--- src/hw/rtl/page_table_walk_macros.svh ---
// ----------------------------------------------------------------------------
// page_table_walk_macros: assertion helpers for the page table walker
// All checks sample on the rising edge of clk and are off while rst is high.
// ----------------------------------------------------------------------------
`ifndef PAGE_TABLE_WALK_MACROS_SVH
`define PAGE_TABLE_WALK_MACROS_SVH

// Check that a property holds at every clock edge.
`define PTW_ASSERT(label, prop, msg) \
  label: assert property (@(posedge clk) disable iff (rst) prop) else $error(msg);

// Check that a condition never holds.
`define PTW_NEVER(label, cond, msg) \
  `PTW_ASSERT(label, !(cond), msg)

`endif

--- src/hw/rtl/ptw_pkg.sv ---
// ----------------------------------------------------------------------------
// ptw_pkg
// Types and constants shared by the page table walker modules.
// ----------------------------------------------------------------------------
`timescale 1ns / 1ps

package ptw_pkg;

  // Input word: a table write or a translate request.
  typedef struct packed {
    logic        mode;
    logic [11:0] entry_index;
    logic [63:0] entry_value;
    logic [63:0] virt_addr;
  } in_word_t;

  // Result word of a translate request.
  typedef struct packed {
    logic [52:0] phys_addr;
    logic [1:0]  status;
    logic [1:0]  page_size;
  } out_word_t;

  localparam logic MODE_WRITE = 1'b0;
  localparam logic MODE_WALK  = 1'b1;

  localparam logic [1:0] ST_MAPPED       = 2'd0;
  localparam logic [1:0] ST_NOT_PRESENT  = 2'd1;
  localparam logic [1:0] ST_OUT_OF_RANGE = 2'd2;

  localparam logic [1:0] PS_4K = 2'd0;
  localparam logic [1:0] PS_2M = 2'd1;
  localparam logic [1:0] PS_1G = 2'd2;

  localparam logic [1:0] LVL_PML4 = 2'd0;
  localparam logic [1:0] LVL_PDPT = 2'd1;
  localparam logic [1:0] LVL_PD   = 2'd2;
  localparam logic [1:0] LVL_PT   = 2'd3;

  localparam int unsigned BIT_PRESENT     = 0;
  localparam int unsigned BIT_LARGE       = 7;
  localparam int unsigned WORDS_PER_TABLE = 512;

  // Command queue between the front and the back.
  localparam int unsigned QUEUE_DEPTH = 2;
  localparam int unsigned QPTR_W      = $clog2(QUEUE_DEPTH);
  localparam int unsigned QCNT_W      = $clog2(QUEUE_DEPTH + 1);

  typedef enum logic {
    CMD_WRITE,
    CMD_WALK
  } cmd_t;

  // data is the entry word for a write, the virtual address for a walk.
  typedef struct packed {
    cmd_t        cmd;
    logic [11:0] index;
    logic [63:0] data;
  } q_entry_t;

  typedef enum logic [1:0] {
    BK_CLEAR,
    BK_IDLE,
    BK_EVAL
  } bk_state_t;

endpackage

--- src/hw/rtl/ptw_front.sv ---
// ----------------------------------------------------------------------------
// ptw_front
// Accept input words, classify them and push commands into the queue.
// ----------------------------------------------------------------------------
`timescale 1ns / 1ps

module ptw_front
  import ptw_pkg::*;
#(
  parameter int unsigned TABLE_WORDS = 4096
) (
  input  logic     in_valid,
  output logic     in_stall,
  input  in_word_t in_word,
  input  logic     q_full,
  input  logic     clearing,
  output logic     push,
  output q_entry_t push_entry
);

  logic accept;
  logic write_hit;

  // Hold off new words while the queue is full or the store is being cleared.
  assign in_stall = q_full || clearing;
  assign accept   = in_valid && !in_stall;

  // Drop writes that fall beyond the store.
  assign write_hit = 32'(in_word.entry_index) < 32'(TABLE_WORDS);

  always_comb begin
    push             = 1'b0;
    push_entry.cmd   = CMD_WRITE;
    push_entry.index = in_word.entry_index;
    push_entry.data  = in_word.entry_value;
    if (in_word.mode == MODE_WALK) begin
      push_entry.cmd  = CMD_WALK;
      push_entry.data = in_word.virt_addr;
      push            = accept;
    end else begin
      push = accept && write_hit;
    end
  end

endmodule

--- config.mk ---
export PLATFORM = sky130hd
export DESIGN_NAME = ptw_front
export DESIGN_NICKNAME = d
export VERILOG_FILES = /design/src/hw/rtl/page_table_walk_macros.svh /design/src/hw/rtl/ptw_pkg.sv /design/src/hw/rtl/ptw_front.sv
export SDC_FILE = /design/constraint.sdc
export NUM_CORES = 1
export LEC_CHECK = 0
export BUFFER_PORTS_ARGS = -buffer_cell sky130_fd_sc_hd__buf_2
export CORE_AREA = 2 2 86 88
export DETAILED_ROUTE_END_ITERATION = 7
export DIE_AREA = 0 0 88 90
export REMOVE_ABC_BUFFERS = 1
export SYNTH_ARGS = -nofsm -noshare
export SYNTH_HDL_FRONTEND = slang
export SYNTH_SLANG_ARGS = --single-unit
--- constraint.sdc ---
create_clock -name vclk -period 1.5
set_clock_uncertainty 0.1 [all_clocks]
set_input_delay 0.45 -clock vclk [all_inputs]
set_output_delay 0.45 -clock vclk [all_outputs]
set_load 0.005 [all_outputs]
==> results.tsv <==
stage	metric	value	unit
floorplanning	core	7020	sq um
clock_network	holdBufCountCts	0	
sta	hold_violations	0	
global_route	grtUsageTotal	0.1203	
power_and_ir_drop	intPower	631.9	uW
cells_and_area	final_nets	421	
power_and_ir_drop	p_leak	1.574	nW
cells_and_area	utilization	0.3948	
worst_setup_path	cp_slowest_cell	mux2_4	
power_and_ir_drop	peakVddDrop	0.1632	mV
worst_setup_path	critPathRequiredTime	0.95	ns
floorplanning	rows	31	
floorplanning	ios	223	
global_route	antenna_found_initial	0	
detailed_routing	drc	0	
sta	fin_setup_tns	-12.86	ns
power_and_ir_drop	p_seq_frac	0	
cells_and_area	most-common-layout-cells	buf_2 (134), buf_6 (65), mux2_4 (64)	
global_route	overflow	0	
power_and_ir_drop	p_comb_frac	1.000	
detailed_routing	vias_per_cell	3.888	
yosys	postSynthCellCount	86	
sta	setup_ws	-0.2110	ns
global_route	grt_max_degree	10	
place	place_ws	-0.3720	ns
run	maxCapViolCount	0	
sta	clock.fmax	584.5	MHz
floorplanning	die_w	88	microns
cells_and_area	ff_latch_area	0	sq um
yosys	seq_area_frac_synth	0	
worst_setup_path	arrival	1.16	ns
worst_setup_path	crit_path_start_kind	primary input	
power_and_ir_drop	switchingPower	257.5	uW
cells_and_area	drive_gt1_frac	0.9964	
worst_setup_path	crit_fanout	8	
status	failed_checks	setup timing	
sta	min_period	1.711	ns
sta	rsz0062_at_grt	true	
global_route	grt_use_met1	0.1355	
worst_setup_path	critical_path_buf_inv_count	3	
sta	slew_headroom	0.9056	
worst_setup_path	end_kind	output pin	
cells_and_area	syn_to_final_growth	133.2	%
sta	finalCritPeriodShare	1.141	
global_route	grt_use_met3	0.02663	
floorplanning	die_h	90	microns
sta	setup_viol	64	
worst_setup_path	path_cells	buf_16 -> buf_12 -> mux2_4 -> buf_6	
floorplanning	die-area	7920	sq um
hold_path	hold_class	primary input to output pin	
global_route	grt_pass1_wl	7624	microns
cells_and_area	n_clock_buffer	0	
sta	worst_pin_slew	0.1412	ns
global_route	first_global_vias	1557	
global_route	met2_usage	0.2355	
yosys	synth_area_per_cell	13.82	sq um
detailed_routing	routedWlPerCell	14.28	microns
power_and_ir_drop	pwr-share-clk	0	
floorplanning	start_util	0.1693	
detailed_routing	ant_nets	0	
yosys	yosysWarnings	0	
worst_setup_path	worstSetupPathType	primary input to output pin	
detailed_routing	vias	1454	
place	place_congestion	0.7362	
detailed_routing	wirelength	5342	microns
worst_setup_path	cpPeakStageDelay	0.31	ns
place	dp_hpwl	3943	microns
sta	drv_slew	0	
status	outcome	complete, but fails checks	
cells_and_area	seq_cells	0	
yosys	netlist_area	1189	sq um
cells_and_area	layout_commonest_cell	buf_2	
worst_setup_path	cp_top_family	buffers and inverters	
place	port_buffers	199	
detailed_routing	drtIter0Drc	6	
yosys	ys_types	7	
power_and_ir_drop	p_per_area	320.9	nW/um^2
power_and_ir_drop	swShare	0.2895	
global_route	grt_busiest_layer	met2	
detailed_routing	drt_first_pass_iters	3	
cells_and_area	diodes	0	
## final timing paths
check,end,startpoint,cells past startpoint,slack (ns)
worst max-delay path,push_entry[1],in_word[140],4,-0.21
worst min-delay path,push_entry[64],in_word[128],0,0.80
## cell usage after synthesis
cell | instances | share of area
mux2_2 | 4 | 0.038
mux2_4 | 60 | 0.76
buf_6 | 1 | 0.0095
nor3b_1 | 1 | 0.0063
or2_2 | 1 | 0.0053
buf_4 | 13 | 0.082
buf_12 | 6 | 0.10
## routing by layer
layer | up-vias | share of wire
met5 | - | 0
met4 | 0 | 0.0039
met2 | 118 | 0.54
met1 | 643 | 0.36
li1 | 691 | -
met3 | 2 | 0.097
## power by group through the flow
stage	combinational [mW]	clock [mW]	sequential, mW
2_1_floorplan	0.254	0	0
5_1_grt	0.945	0	0
3_5_place_dp	0.621	0	0
3_3_place_gp	0.611	0	0
6_report	0.889	0	0
4_1_cts	0.861	0	0
## metrics by stage
stage          hold slack (ns)  area, sq um  total power, mW  std cells
6_report                0.8001         2771           0.8893        374
5_1_grt                 0.8000         2771           0.9453        374
4_1_cts                 0.8001         2696           0.8612        374
3_5_place_dp            0.8001         2122           0.6213        366
3_3_place_gp            0.8001         2122           0.6106        366
2_1_floorplan           0.8000        959.7           0.2538         66
## cells by family after synthesis
logic type | count (synthesis) | synth area share
simple gates | 2 | 0.01158
mux | 64 | 0.7958
buf+inv | 20 | 0.1926
## repair_timing
action / 4_1_cts / 5_1_grt
pin swaps: 0 / 0
endpoints found under the setup margin: 66 / 64
setup buffers: 1 / 0
resized for setup: 70 / 12
cloned: 7 / 0
## cell type report
type	count	area (sq um)
Fill cell	676	4249
Timing Repair Buffer	209	1670
Multi-Input combinational cell	66	977.2
Tap cell	99	123.9
(Power assumes the default switching activity.)
