**config.mk**
```make
export PLATFORM = sky130hd
export DESIGN_NAME = ptw_queue
export DESIGN_NICKNAME = d
export VERILOG_FILES = /design/src/hw/rtl/page_table_walk_macros.svh /design/src/hw/rtl/ptw_pkg.sv /design/src/hw/rtl/ptw_queue.sv
export SDC_FILE = /design/constraint.sdc
export NUM_CORES = 1
export LEC_CHECK = 0
export BUFFER_PORTS_ARGS = -buffer_cell sky130_fd_sc_hd__buf_2
export CAP_MARGIN = 30
export CORE_MARGIN = 3
export CORE_UTILIZATION = 41
export CTS_CLUSTER_SIZE = 14
export DETAILED_ROUTE_END_ITERATION = 10
export GPL_TIMING_DRIVEN = 0
export SLEW_MARGIN = 10
export SYNTH_ARGS = -nofsm -noshare
export SYNTH_HDL_FRONTEND = slang
export SYNTH_SLANG_ARGS = --single-unit
```
**constraint.sdc**
```tcl
create_clock -name clk -period 5.2 [get_ports clk]
set_clock_uncertainty 0.2 [all_clocks]
set_input_delay 0.78 -clock clk [delete_from_list [all_inputs] [get_ports clk]]
set_output_delay 0.78 -clock clk [all_outputs]
set_load 0.01 [all_outputs]
```
**src/hw/rtl/page_table_walk_macros.svh**
```systemverilog
// ----------------------------------------------------------------------------
// page_table_walk_macros: assertion helpers for the page table walker
// All checks sample on the rising edge of clk and are off while rst is high.
// ----------------------------------------------------------------------------
`ifndef PAGE_TABLE_WALK_MACROS_SVH
`define PAGE_TABLE_WALK_MACROS_SVH

// Check that a property holds at every clock edge.
`define PTW_ASSERT(label, prop, msg) \
  label: assert property (@(posedge clk) disable iff (rst) prop) else $error(msg);

// Check that a condition never holds.
`define PTW_NEVER(label, cond, msg) \
  `PTW_ASSERT(label, !(cond), msg)

`endif

```
**src/hw/rtl/ptw_pkg.sv**
```systemverilog
// ----------------------------------------------------------------------------
// ptw_pkg
// Types and constants shared by the page table walker modules.
// ----------------------------------------------------------------------------
`timescale 1ns / 1ps

package ptw_pkg;

  // Input word: a table write or a translate request.
  typedef struct packed {
    logic        mode;
    logic [11:0] entry_index;
    logic [63:0] entry_value;
    logic [63:0] virt_addr;
  } in_word_t;

  // Result word of a translate request.
  typedef struct packed {
    logic [52:0] phys_addr;
    logic [1:0]  status;
    logic [1:0]  page_size;
  } out_word_t;

  localparam logic MODE_WRITE = 1'b0;
  localparam logic MODE_WALK  = 1'b1;

  localparam logic [1:0] ST_MAPPED       = 2'd0;
  localparam logic [1:0] ST_NOT_PRESENT  = 2'd1;
  localparam logic [1:0] ST_OUT_OF_RANGE = 2'd2;

  localparam logic [1:0] PS_4K = 2'd0;
  localparam logic [1:0] PS_2M = 2'd1;
  localparam logic [1:0] PS_1G = 2'd2;

  localparam logic [1:0] LVL_PML4 = 2'd0;
  localparam logic [1:0] LVL_PDPT = 2'd1;
  localparam logic [1:0] LVL_PD   = 2'd2;
  localparam logic [1:0] LVL_PT   = 2'd3;

  localparam int unsigned BIT_PRESENT     = 0;
  localparam int unsigned BIT_LARGE       = 7;
  localparam int unsigned WORDS_PER_TABLE = 512;

  // Command queue between the front and the back.
  localparam int unsigned QUEUE_DEPTH = 2;
  localparam int unsigned QPTR_W      = $clog2(QUEUE_DEPTH);
  localparam int unsigned QCNT_W      = $clog2(QUEUE_DEPTH + 1);

  typedef enum logic {
    CMD_WRITE,
    CMD_WALK
  } cmd_t;

  // data is the entry word for a write, the virtual address for a walk.
  typedef struct packed {
    cmd_t        cmd;
    logic [11:0] index;
    logic [63:0] data;
  } q_entry_t;

  typedef enum logic [1:0] {
    BK_CLEAR,
    BK_IDLE,
    BK_EVAL
  } bk_state_t;

endpackage

```
**src/hw/rtl/ptw_queue.sv**
```systemverilog
// ----------------------------------------------------------------------------
// ptw_queue
// Short command FIFO between the front and the back.
// ----------------------------------------------------------------------------
`timescale 1ns / 1ps

module ptw_queue
  import ptw_pkg::*;
(
  input  logic     clk,
  input  logic     rst,
  input  logic     push,
  input  q_entry_t push_entry,
  input  logic     pop,
  output logic     full,
  output logic     head_valid,
  output q_entry_t head
);

  q_entry_t          slots [QUEUE_DEPTH];
  logic [QPTR_W-1:0] wr_ptr;
  logic [QPTR_W-1:0] rd_ptr;
  logic [QCNT_W-1:0] count;

  assign full       = count == QCNT_W'(QUEUE_DEPTH);
  assign head_valid = count != '0;
  assign head       = slots[rd_ptr];

  always_ff @(posedge clk) begin
    if (rst) begin
      wr_ptr <= '0;
      rd_ptr <= '0;
      count  <= '0;
    end else begin
      if (push) begin
        wr_ptr <= (wr_ptr == QPTR_W'(QUEUE_DEPTH - 1)) ? '0 : wr_ptr + 1'b1;
      end
      if (pop) begin
        rd_ptr <= (rd_ptr == QPTR_W'(QUEUE_DEPTH - 1)) ? '0 : rd_ptr + 1'b1;
      end
      if (push && !pop) begin
        count <= count + 1'b1;
      end else if (pop && !push) begin
        count <= count - 1'b1;
      end
    end
  end

  always_ff @(posedge clk) begin
    if (push) begin
      slots[wr_ptr] <= push_entry;
    end
  end

endmodule

```
==> results list <==
- The total count of max-transition violations in the final report was 0.
- Power per cell area: 397.5 mW/mm2
- Pin count of the biggest net entering global routing: 46
* Port buffer count: between 150 and 200
* Final Hold Slack: 0.3200 ns
- Relative to the synthesized area, the layout overhead comes to 28.48%.
- Final ANT Viol Nets: 0
* Clock sink total: 159
- Yosys warning total: 0
- WL final: 10420 um
- After synthesis, the share of flip-flops with an asynchronous set or reset is 0.
- Post-synthesis cell type count: 18
* Number of placed instances with taps included: between 600 and 700
- DRC violations left: 0
- Clock tree synthesis inserted a total of 17 buffers.
- The number of global-route vias before repair came to 3172.
- Last weighted congestion value of the routability-driven placer: 0.6790
- Highest clock rate: 378.7 MHz
* Area fraction of the dominant cell type after synthesis: 0.7839
- The die covers 0.01586 mm2.
- Synthesis handed over a netlist of around 260 instances.
* Maximum vdd ir drop: 0.2098 mV
- The clock tree synthesis step divided the H-tree into 4 levels.
- Clock tree synthesis selected as its root buffer the cell sky130_fd_sc_hd__clkbuf_16.
* RSZ-0062 raised after global routing: false
- Die width: 126.0 um
- In this run, post-CTS hold repair placed 0 buffers.
* Post-synth top area cell: sky130_fd_sc_hd__edfxtp_1
- Clock transition at the register clock pins on the worst setup and hold paths after CTS: 0.06 ns
* Clock latency on the worst-skew pair: 0.41 ns
- During I/O placement, the number of pins put on the boundary was 160.
* GRT Overall Usage: 0.1356
- TritonCTS built the clock tree.
- After floorplanning, the core was sized to cover between 0.01 and 0.015 mm2.
* Min-Delay Path Class: flop to flop
* Max-Slew Margin vs Limit: 0.6623
- Nets: 526
- Crit path DAT: 1.66 ns
- Number of buffers on the longest clock path: 2
- Setup total negative slack on the finished layout was measured at 0 ns.
* Max-capacitance violation count: 0
- The initial antenna violation count came to 0.
- The worst setup path is launched from a flop.
* Nature of the critical path endpoint: primary output
- Post-layout minimum cycle time: 2.640 ns
* Static power due to leakage: roughly 2.9 nW
- Yosys mapped a number of flops with a built-in enable equal to 154.
* Net count after synthesis: 344
- Fraction of the yosys area taken by sequential cells: 0.8008
- Detail-routed net length per standard cell: 16.35 um
- Of the available clock period, the critical path in the final layout requires 0.5078.
- Antenna Diode Count: 0
- Quantity of gates resized following cts: 0
* Initial core utilization: 0.4217
- Violation count after the first detailed-routing iteration: approximately 150
- The first TritonRoute pass finished after 4 iterations.
- Yosys attributes the largest share of cell area to sky130_fd_sc_hd__edfxtp_1 78%, sky130_fd_sc_hd__mux2_2 9.0%, sky130_fd_sc_hd__mux2_4 7.6%.
- Dividing the synthesized area by the synthesized cell count gives 22.52 um2.
- Summing every instance area after synthesis gives 0.005899 mm2.
- Crit Path Max Fanout: 10
- After global routing the overflow that remains totals 0.
* First-pass GRT wire length: 16370 um
- The setup path with the least slack is of type flop to primary output.
- Most frequently used flop master after synthesis: sky130_fd_sc_hd__edfxtp_1
* # setup viols final: 0
- Setup Buffers After CTS: 0
- In this run, synthesis produced a sequential element count of 159.
* Via total after detailed routing: 2964
- In the routed layout, each cell is associated on average with a via count of 4.653.
- Fin cells: 637
- Chip Height: 126.0 um
- For the pin with the worst max-slew slack, the measured transition is around 0.51 ns.
- Of the cells placed in the final design, the portion with a size suffix greater than 1 is 0.6149.
- Fill cells: 1167
- For the worst setup path, the data required time is 4.22 ns.
- HPWL reported at the end of detailed placement: 7141 um
* Row Count: 43
- Outcome: completed
- Hold violation total from the final report: 0
## power by group
group | leakage, nW | total, mW | internal [mW] | switching (mW)
Sequential | 1.49 | 1.51 | 1.49 | 0.0189
Clock | 0.270 | 1.16 | 0.695 | 0.460
Combinational | 1.18 | 0.345 | 0.176 | 0.169
## worst max-delay path: stages (launching register included)
cell,delay [ns]
sky130_fd_sc_hd__dfxtp_1,0.32
sky130_fd_sc_hd__buf_6,0.11
sky130_fd_sc_hd__buf_6,0.18
sky130_fd_sc_hd__buf_8,0.18
sky130_fd_sc_hd__mux2_4,0.31
sky130_fd_sc_hd__buf_2,0.14
## registers in the layout, indices dropped and copies added (netlist names), named ones only
name    cells
wr_ptr      1
count       2
rd_ptr      1
slots     154
## stage by stage
step	utilization	total power [mW]	setup WS [ns]	instance area [um2]
CTS	0.5419	3.057	2.510	7580
floorplan	-	1.744	0.3283	5899
global placement	0.4947	1.882	-1.908	6920
detailed placement	0.5022	1.894	2.877	7025
finish	0.5419	3.013	2.560	7580
global route	0.5419	3.135	2.480	7580
## synth_stat cells, types with 2 or more instances
cell,number
sky130_fd_sc_hd__buf_2,4
sky130_fd_sc_hd__buf_6,2
sky130_fd_sc_hd__buf_8,3
sky130_fd_sc_hd__dfxtp_1,5
sky130_fd_sc_hd__edfxtp_1,154
sky130_fd_sc_hd__mux2_2,47
sky130_fd_sc_hd__mux2_4,30
sky130_fd_sc_hd__nor2_1,4
sky130_fd_sc_hd__nor2b_1,2
sky130_fd_sc_hd__xnor2_1,2
sky130_fd_sc_hd__xor2_1,2
## kinds of logic after synthesis
family,count (synthesis),share of synthesized area
mux,77,0.1661
buf+inv,10,0.01548
xor+xnor,4,0.005940
fa+ha+maj,1,0.002121
flops,159,0.8008
compound gates,2,0.001695
simple gates,9,0.007848
## routing by layer
metal / global-route usage / vias up / wire length (um)
met3: 0.06064 / 8 / 839
met1: 0.1664 / 1446 / 4315
met2: 0.2147 / 113 / 5154
met4: 0.04732 / 0 / 108
met5: 0 / - / 0
li1: - / 1397 / -
## final timing paths
check | start | endpoint | slack (ns) | cells after the start
setup reg to reg | wr_ptr | slots[1][50] | 3.45 | 2
hold / removal | rd_ptr | rd_ptr | 0.32 | 2
hold reg to reg | rd_ptr | rd_ptr | 0.32 | 2
setup / recovery | flop | head[43] | 2.56 | 5
## cell type report
class / instances / area [um2] / area share
buffer: 9 / 87.58 / 0.01155
clock buffer: 18 / 429.2 / 0.05662
clock inverter: 14 / 125.1 / 0.01651
inverter: 1 / 3.754 / 0.0004952
multi-input combinational: 93 / 1094 / 0.1443
sequential: 159 / 4725 / 0.6233
tap: 180 / 225.2 / 0.02971
timing repair buffer: 163 / 890.9 / 0.1175
## layout by cell type, fill, tap and decap left out
| cell type | instances |
|---|---|
| sky130_fd_sc_hd__buf_2 | 163 |
| sky130_fd_sc_hd__edfxtp_1 | 154 |
| sky130_fd_sc_hd__mux2_2 | 47 |
| sky130_fd_sc_hd__mux2_4 | 30 |
| sky130_fd_sc_hd__clkbuf_16 | 17 |
| sky130_fd_sc_hd__clkinv_2 | 7 |
| sky130_fd_sc_hd__dfxtp_1 | 5 |
| sky130_fd_sc_hd__nor2_1 | 4 |
| sky130_fd_sc_hd__buf_8 | 3 |
| sky130_fd_sc_hd__clkinvlp_4 | 3 |
| sky130_fd_sc_hd__buf_6 | 2 |
| sky130_fd_sc_hd__xor2_1 | 2 |
| sky130_fd_sc_hd__xnor2_1 | 2 |
| sky130_fd_sc_hd__clkinv_1 | 2 |
| sky130_fd_sc_hd__bufinv_16 | 2 |
| sky130_fd_sc_hd__buf_12 | 2 |
| sky130_fd_sc_hd__buf_16 | 2 |
| sky130_fd_sc_hd__or2_2 | 1 |
| sky130_fd_sc_hd__and2_4 | 1 |
| sky130_fd_sc_hd__inv_1 | 1 |
| sky130_fd_sc_hd__nor2b_1 | 1 |
| sky130_fd_sc_hd__nor2b_4 | 1 |
| sky130_fd_sc_hd__o21ai_0 | 1 |
| sky130_fd_sc_hd__or3_1 | 1 |
| sky130_fd_sc_hd__a21oi_1 | 1 |
| sky130_fd_sc_hd__ha_1 | 1 |
| sky130_fd_sc_hd__clkbuf_1 | 1 |
Note: power is estimated with default switching activity, not from simulation.
